`config.mk`:
```
export PLATFORM = sky130hd
export DESIGN_NAME = nested_virtual_timer_accumulator
export DESIGN_NICKNAME = d
export VERILOG_FILES = /design/src/nvta_pkg.sv /design/src/nvta_timer_bank.sv /design/src/nested_virtual_timer_accumulator.sv
export VERILOG_INCLUDE_DIRS = /design/src /design/src/src
export SDC_FILE = /design/constraint.sdc
export NUM_CORES = 2
export LEC_CHECK = 0
export BUFFER_PORTS_ARGS = -buffer_cell sky130_fd_sc_hd__buf_2
export CORE_MARGIN = 3
export CORE_UTILIZATION = 35
export CTS_CLUSTER_DIAMETER = 200
export DETAILED_ROUTE_END_ITERATION = 6
export SLEW_MARGIN = 15
export SYNTH_ARGS = -nofsm -noshare
export SYNTH_HDL_FRONTEND = slang
export SYNTH_SLANG_ARGS = --single-unit
```
`constraint.sdc`:
```
create_clock -name clk_i -period 9.7 [get_ports clk_i]
set_input_delay 1.455 -clock clk_i [delete_from_list [all_inputs] [get_ports clk_i]]
set_output_delay 1.455 -clock clk_i [all_outputs]
set_load 0.02 [all_outputs]
```
`src/nested_virtual_timer_accumulator_macros.svh`:
```
// Assertion macros shared by the timer accumulator RTL.
`ifndef NESTED_VIRTUAL_TIMER_ACCUMULATOR_MACROS_SVH
`define NESTED_VIRTUAL_TIMER_ACCUMULATOR_MACROS_SVH

`ifndef ASSERT_OFF

// Checked outside reset only.
`define NVTA_ASSERT(lbl, clk, rstn, prop, msg) \
  lbl: assert property (@(posedge clk) disable iff (!(rstn)) (prop)) else $error(msg);

// Checked at every edge, reset included.
`define NVTA_ASSERT_ALWAYS(lbl, clk, prop, msg) \
  lbl: assert property (@(posedge clk) (prop)) else $error(msg);

`else

`define NVTA_ASSERT(lbl, clk, rstn, prop, msg)
`define NVTA_ASSERT_ALWAYS(lbl, clk, prop, msg)

`endif

`endif

```
`src/nvta_pkg.sv`:
```
// Types and constants of the nested virtual timer accumulator.
package nvta_pkg;

  localparam int NUM_CPUS = 8;
  localparam int CPU_W    = 3;
  localparam int IDX_W    = (NUM_CPUS > 1) ? $clog2(NUM_CPUS) : 1;
  localparam int CNT_W    = 16;
  localparam int TIME_W   = 48;
  localparam int TOTAL_W  = 64;
  localparam int TRUNC_W  = 32;

  typedef enum logic {
    ACT_START = 1'b0,
    ACT_STOP  = 1'b1
  } action_e;

  typedef struct packed {
    action_e             action;
    logic [CPU_W-1:0]    cpu_index;
    logic [TIME_W-1:0]   counter_value;
  } cmd_t;

  typedef struct packed {
    logic [TOTAL_W-1:0]  timer_total;
    logic [CNT_W-1:0]    nesting_count;
    logic                total_updated;
  } res_t;

endpackage

```
`src/nvta_timer_bank.sv`:
```
// Per-CPU timer entries and their read-modify-write update.
`include "nested_virtual_timer_accumulator_macros.svh"

module nvta_timer_bank (
  input  logic          clk_i,
  input  logic          rst_ni,
  input  logic          en_i,
  input  logic          delta_mode_i,
  input  nvta_pkg::cmd_t cmd_i,
  output nvta_pkg::res_t res_o
);
  import nvta_pkg::*;

  logic [CNT_W-1:0]   cnt_q   [NUM_CPUS];
  logic [TIME_W-1:0]  start_q [NUM_CPUS];
  logic [TOTAL_W-1:0] total_q [NUM_CPUS];

  logic [IDX_W-1:0]   idx;
  logic               in_range;
  logic [CNT_W-1:0]   cnt_rd;
  logic [TIME_W-1:0]  start_rd;
  logic [TOTAL_W-1:0] total_rd;
  logic [TOTAL_W-1:0] delta_full;
  logic [TOTAL_W-1:0] delta;
  logic [CNT_W-1:0]   cnt_d;
  logic [TIME_W-1:0]  start_d;
  logic [TOTAL_W-1:0] total_d;
  logic               updated;

  assign idx      = cmd_i.cpu_index[IDX_W-1:0];
  assign in_range = 32'(cmd_i.cpu_index) < NUM_CPUS;
  assign cnt_rd   = cnt_q[idx];
  assign start_rd = start_q[idx];
  assign total_rd = total_q[idx];

  // Counter may read below the start time; the 64-bit difference wraps.
  assign delta_full = {{(TOTAL_W-TIME_W){1'b0}}, cmd_i.counter_value}
                    - {{(TOTAL_W-TIME_W){1'b0}}, start_rd};
  assign delta = delta_mode_i ? {{(TOTAL_W-TRUNC_W){1'b0}}, delta_full[TRUNC_W-1:0]}
                              : delta_full;

  always_comb begin
    cnt_d   = cnt_rd;
    start_d = start_rd;
    total_d = total_rd;
    updated = 1'b0;
    case (cmd_i.action)
      ACT_START: begin
        // only the outermost start latches the time; count wraps
        if (cnt_rd == '0) start_d = cmd_i.counter_value;
        cnt_d = cnt_rd + CNT_W'(1);
      end
      ACT_STOP: begin
        if (cnt_rd != '0) begin
          cnt_d = cnt_rd - CNT_W'(1);
          if (cnt_rd == CNT_W'(1)) begin
            total_d = total_rd + delta;
            start_d = '0;
            updated = 1'b1;
          end
        end
      end
      default: ;
    endcase
  end

  always_comb begin
    res_o = '0;
    if (in_range) begin
      res_o.timer_total   = total_d;
      res_o.nesting_count = cnt_d;
      res_o.total_updated = updated;
    end
  end

  always_ff @(posedge clk_i or negedge rst_ni) begin
    if (!rst_ni) begin
      for (int i = 0; i < NUM_CPUS; i++) begin
        cnt_q[i]   <= '0;
        start_q[i] <= '0;
        total_q[i] <= '0;
      end
    end else if (en_i && in_range) begin
      cnt_q[idx]   <= cnt_d;
      start_q[idx] <= start_d;
      total_q[idx] <= total_d;
    end
  end

  `NVTA_ASSERT(a_upd_closes, clk_i, rst_ni,
    res_o.total_updated |-> (res_o.nesting_count == '0 && cmd_i.action == ACT_STOP),
    "total update without closing the outermost interval")
  `NVTA_ASSERT(a_start_latch, clk_i, rst_ni,
    (en_i && in_range && cmd_i.action == ACT_START && cnt_rd == '0)
      |=> start_q[$past(idx)] == $past(cmd_i.counter_value),
    "outermost start did not latch the counter")

endmodule

```
`src/nested_virtual_timer_accumulator.sv`:
```
// Top level: stream ports, input and result registers, mode register.
//
//  channel   | dir | beat content
//  ----------+-----+----------------------------------------------------
//  s_axis    | in  | tdata: counter_value; tuser: action, cpu_index
//  m_axis    | out | tdata: timer_total, nesting_count; tuser: total_updated
//  cfg       | in  | cfg_data_i: delta_mode
//
// One beat per cycle sustained while m_axis does not stall. Each beat is
// registered, then the addressed entry is read, updated and written back
// as the result is loaded into the output register, so consecutive beats
// to the same CPU see each other's update.
// Reset clears all entries and the mode; no sweep is needed after reset.
// A stalled m_axis holds one beat in each register, then drops s_axis_tready.
`include "nested_virtual_timer_accumulator_macros.svh"

module nested_virtual_timer_accumulator (
  input  logic         clk_i,
  input  logic         rst_ni,
  input  logic         s_axis_tvalid,
  output logic         s_axis_tready,
  input  logic [47:0]  s_axis_tdata,   // [47:0] counter_value
  input  logic [3:0]   s_axis_tuser,   // [0] action, [3:1] cpu_index
  output logic         m_axis_tvalid,
  input  logic         m_axis_tready,
  output logic [79:0]  m_axis_tdata,   // [63:0] timer_total, [79:64] nesting_count
  output logic [0:0]   m_axis_tuser,   // [0] total_updated
  input  logic         cfg_valid_i,
  output logic         cfg_ready_o,
  input  logic [0:0]   cfg_data_i
);
  import nvta_pkg::*;

  logic   in_valid_q;
  cmd_t   in_cmd_q;
  logic   out_valid_q;
  res_t   out_res_q;
  res_t   bank_res;
  logic   advance;
  logic   delta_mode_q;

  assign advance       = in_valid_q && (!out_valid_q || m_axis_tready);
  assign s_axis_tready = !in_valid_q || advance;
  assign cfg_ready_o   = 1'b1;

  always_ff @(posedge clk_i or negedge rst_ni) begin
    if (!rst_ni) begin
      delta_mode_q <= 1'b0;
      in_valid_q   <= 1'b0;
      out_valid_q  <= 1'b0;
    end else begin
      if (cfg_valid_i) delta_mode_q <= cfg_data_i[0];
      if (s_axis_tready) in_valid_q <= s_axis_tvalid;
      if (advance) begin
        out_valid_q <= 1'b1;
      end else if (m_axis_tready) begin
        out_valid_q <= 1'b0;
      end
    end
  end

  always_ff @(posedge clk_i) begin
    if (s_axis_tready && s_axis_tvalid) begin
      in_cmd_q.action        <= action_e'(s_axis_tuser[0]);
      in_cmd_q.cpu_index     <= s_axis_tuser[3:1];
      in_cmd_q.counter_value <= s_axis_tdata;
    end
    if (advance) out_res_q <= bank_res;
  end

  nvta_timer_bank u_bank (
    .clk_i        (clk_i),
    .rst_ni       (rst_ni),
    .en_i         (advance),
    .delta_mode_i (delta_mode_q),
    .cmd_i        (in_cmd_q),
    .res_o        (bank_res)
  );

  assign m_axis_tvalid = out_valid_q;
  assign m_axis_tdata  = {out_res_q.nesting_count, out_res_q.timer_total};
  assign m_axis_tuser  = out_res_q.total_updated;

  `NVTA_ASSERT(a_held_beat, clk_i, rst_ni,
    (in_valid_q && !advance) |=> in_valid_q,
    "registered input beat dropped while blocked")
  `NVTA_ASSERT(a_result_loaded, clk_i, rst_ni,
    advance |=> out_valid_q,
    "processed beat produced no result")
  `NVTA_ASSERT_ALWAYS(a_ready_when_empty, clk_i,
    !in_valid_q |-> s_axis_tready,
    "input not ready with empty input register")

endmodule
```
==> impl_metrics.py <==
metrics = {
    "status": {
        "status": "completed",
    },
    "timing": {
        "fin_crit_sh_pct": 92.2,
        "maxSlewViolCount": 0,
        "finClkSkew_ns": 0.0362,
        "finalHoldViolCount": 0,
        "setup_viol_count_final": 0,
        "period_minus_slack_ns": 8.94,
        "worst_pin_slew_ns": 1.17,
        "clock.fmax_ghz": 0.112,
        "relSlewSlack_pct": 21.7,
        "rsz0062_at_grt": "no",
        "tns_ns": 0,
    },
    "yosys": {
        "synth_nets": 5827,
        "ys.warnings.count": 0,
        "synth.distinct_cells": 105,
        "synth_cells": 5648,
        "ys_ff_latch": 1160,
        "synth_compound_area_share_pct": 22.1,
        "synth_top_family_by_area": "compound AO/OA/AOI/OAI gates",
        "synthFlopType": "dfrtp_1",
        "synth.area.mux_share_pct": 3.19,
        "synth_area_um2": 55700,
        "synth-async-reset-ratio_pct": 88.5,
        "postSynthAreaPerCell_um2": 9.86,
        "ys_seq_area_share_pct": 53.3,
        "synthSimpleGateAreaFrac_pct": 13.0,
        "yosys.area_share.xor_xnor_pct": 1.69,
        "synth_edf_count": 133,
        "yosys.area_share.adder_pct": 2.75,
    },
    "clock_tree": {
        "clk_latency_ns": 0.78,
        "root_buffer": "clkbuf_16",
        "cts_hold_buf": 0,
        "htree_levels": 4,
        "cts_tree": "built",
        "path_clk_slew_ns": 0.06,
        "post_cts_resize_count": 0,
        "clock_sinks": 1160,
        "post_cts.repair.setup_buffers": 0,
        "cts_buffers": 133,
        "cts_buffer_depth": 3,
    },
    "route": {
        "antenna_left": 0,
        "wl_um": 175000,
        "first_pass_iters": 6,
        "viasPerCell": 5.59,
        "routedWlPerCell_um": 22.6,
        "vias": 43400,
        "drtIter0Drc": 3819,
        "drc": 0,
    },
    "global_routing": {
        "use_met2_pct": 33.6,
        "use_met3_pct": 3.14,
        "overflow": 0,
        "met1_usage_pct": 30.0,
        "grt_pass1_vias": 42400,
        "grt_pass1_wl_um": 268000,
        "grt_max_degree": 180,
        "antenna_found_initial": 4,
        "grt_usage_pct": 21.2,
        "top_usage_layer": "met2",
    },
    "min_path": {
        "whs_endpoint": "u_bank.cnt_q[112]",
        "hold_class": "register to register",
        "min_delay_path_depth": 2,
        "min_from": "u_bank.cnt_q[112]",
    },
    "setup_path": {
        "rr_startpoint": "in_cmd_q[49]",
        "end_kind": "register",
        "max_stage_delay_ns": 0.77,
        "reg2reg_depth": 27,
        "critPathTopFamily": "simple AND/OR/NAND/NOR gates",
        "reg2reg_slack_ns": 0.76,
        "reg2reg_to": "m_axis_tdata[57]",
        "crit_top_cell": "nor2_1",
        "required_ns": 10.17,
        "cp_num_buf_inv": 3,
        "worst-setup-path-type": "register to register",
        "cp_slowest_cell": "a2111oi_1",
        "crit_arrival_ns": 9.41,
        "critPathMaxFanout": 50,
        "cp-start-kind": "register",
    },
    "pwr": {
        "leakage_nw": 27.3,
        "power.internal_w": 0.00903,
        "power.density_nw_per_um2": 203,
        "p_sw_share_pct": 29.1,
        "p_comb_share_pct": 15.4,
        "p_clk_share_pct": 40.2,
        "ir_drop_v": 0.000165,
        "sequentialPowerShare_pct": 44.3,
        "p_switching_w": 0.00370,
    },
    "floorplan": {
        "core_area_um2": 157000,
        "die_area_um2": 164000,
        "ioPinCount": 142,
        "die_w_um": 405,
        "start_util_pct": 35.4,
        "die_h_um": 405,
        "rows": 145,
    },
    "cells_and_area": {
        "final_nets": 5776,
        "layout-drive-gt1-share_pct": 11.8,
        "synthToLayoutAreaGrowth_pct": 12.3,
        "antenna_cells": 0,
        "stdcell_area_um2": 62500,
    },
    "run": {
        "max-cap-violations": 0,
    },
    "placed_design": {
        "post_dp_cell_area_um2": 58100,
        "post-dp-hpwl_um": 109000,
        "routabilityCongestion": 0.922,
        "io_buffers": 140,
    },
}
[through the flow]
step / worst slack [ns] / utilization, % / hold WS, ns / instances / total power (W)
CTS: 0.598 / 39.8 / 0.480 / 7762 / 0.0128
global placement: 0.692 / 37.0 / 0.457 / 7520 / 0.00764
detailed placement: 0.668 / 37.0 / 0.465 / 7520 / 0.00768
finish: 0.758 / 39.8 / 0.479 / 7762 / 0.0127
floorplan: 2.27 / - / 0.439 / 5648 / 0.00697
global route: 0.251 / 39.8 / 0.496 / 7762 / 0.0133
[cell usage after synthesis, types with 14 or more instances]
| library cell | n | share of area (%) |
|---|---|---|
| nand2_1 | 1155 | 7.8 |
| dfrtp_1 | 1027 | 46 |
| o21ai_0 | 513 | 4.6 |
| o21ai_1 | 443 | 4.0 |
| a22oi_1 | 400 | 5.4 |
| clkbuf_1 | 334 | 2.3 |
| a21oi_1 | 157 | 1.4 |
| nor2_1 | 157 | 1.1 |
| edfxtp_1 | 133 | 7.2 |
| inv_1 | 121 | 0.82 |
| ha_1 | 119 | 2.7 |
| mux2_2 | 92 | 1.9 |
| a21o_1 | 80 | 1.1 |
| nand4_1 | 78 | 0.88 |
| xnor2_1 | 64 | 1.0 |
| a221oi_1 | 46 | 0.72 |
| and3_1 | 42 | 0.47 |
| and4_1 | 39 | 0.61 |
| nor3_1 | 39 | 0.35 |
| nand3_1 | 38 | 0.34 |
| mux2i_1 | 37 | 0.67 |
| o211ai_2 | 36 | 0.81 |
| xor2_1 | 34 | 0.53 |
| buf_2 | 31 | 0.28 |
| nand3b_1 | 26 | 0.35 |
| a22o_1 | 25 | 0.39 |
| o21bai_1 | 25 | 0.34 |
| and2_1 | 19 | 0.21 |
| buf_1 | 19 | 0.13 |
| a21oi_2 | 16 | 0.25 |
| nor2b_1 | 16 | 0.18 |
| buf_6 | 15 | 0.30 |
| o21a_1 | 15 | 0.20 |
| nand2b_1 | 14 | 0.16 |
[cells in the final DEF (no fill, tap or decap), drive strengths merged, types with 15 or more instances in the layout]
cell and n:
a22o 25, o21a 15, dfrtp 1027, edfxtp 133, clkbuf 189, nand3b 26
a21o 80, and2 20, mux2 106, nor2 157, a22oi 400, nand4 78
nand2 1155, nor3 40, o21bai 26, ha 119, o21ai 964, nand3 39
mux2i 37, a221oi 48, xnor2 67, and4 39, and3 42, xor2 36
o211ai 58, buf 220, nor2b 17, clkinv 35, a21oi 173, inv 131
[state kept, by name, summed over array words and instances, names as in the netlist]
name,flops
delta_mode_q,1
u_bank.cnt_q,128
m_axis_tvalid,1
in_valid_q,1
in_cmd_q,52
m_axis_tuser,1
m_axis_tdata,80
u_bank.total_q,512
u_bank.start_q,384
[power by group through the flow]
stage | Clock [W] | Combinational [W] | Sequential (W)
global placement | 0 | 0.00192 | 0.00572
finish | 0.00512 | 0.00196 | 0.00564
global route | 0.00544 | 0.00217 | 0.00569
floorplan | 0 | 0.00128 | 0.00569
CTS | 0.00523 | 0.00196 | 0.00564
detailed placement | 0 | 0.00195 | 0.00573
[worst register-to-register path, stage by stage, from the launching register on]
cell	delay (ns)
edfxtp_1	0.34
buf_4	0.53
nand2_1	0.41
nor2_4	0.55
buf_4	0.35
a22oi_1	0.09
and4_1	0.24
ha_1	0.39
and3_1	0.23
and2_1	0.17
a21oi_1	0.13
o21ai_0	0.18
or4_1	0.62
a41o_1	0.30
o311a_1	0.42
a2111oi_1	0.50
xor2_1	0.21
nor2_1	0.11
ha_1	0.40
nand2_1	0.15
nor2_1	0.18
and4_1	0.25
inv_1	0.06
a2111oi_1	0.77
nor2_1	0.18
o21ai_0	0.29
xnor2_1	0.40
a21oi_1	0.17
[cell type report]
type	count	area, µm²
Clock buffer	189	3830
Clock inverter	53	643
Fill cell	15500	94600
Inverter	124	473
Multi-Input combinational cell	3958	23900
Sequential cell	1160	29700
Tap cell	2058	2570
Timing Repair Buffer	220	1400
[kinds of logic after synthesis]
logic type      after synthesis
compound gates             1914
xor+xnor                    103
other cells                   1
mux                         151
flops                      1160
buf+inv                     530
simple gates               1668
fa+ha+maj                   121
[layer usage]
layer	part of all wire, %	wire (µm)
met1	45	79300
met2	46	80200
met3	6.1	10700
met4	2.8	4840
met5	0	0
[worst max path at each step]
stage                  from                   to  slack (ns)  cells after the start
5_1_grt        in_cmd_q[49]     m_axis_tdata[57]        0.25                     27
4_1_cts        in_cmd_q[49]     m_axis_tdata[57]        0.60                     27
6_report       in_cmd_q[49]     m_axis_tdata[57]        0.76                     27
3_5_place_dp   in_cmd_q[49]     m_axis_tdata[57]        0.67                     27
2_1_floorplan  in_cmd_q[48]  u_bank.total_q[319]        2.27                     33
3_3_place_gp   in_cmd_q[49]     m_axis_tdata[57]        0.69                     27
(Power assumes the default switching activity.)
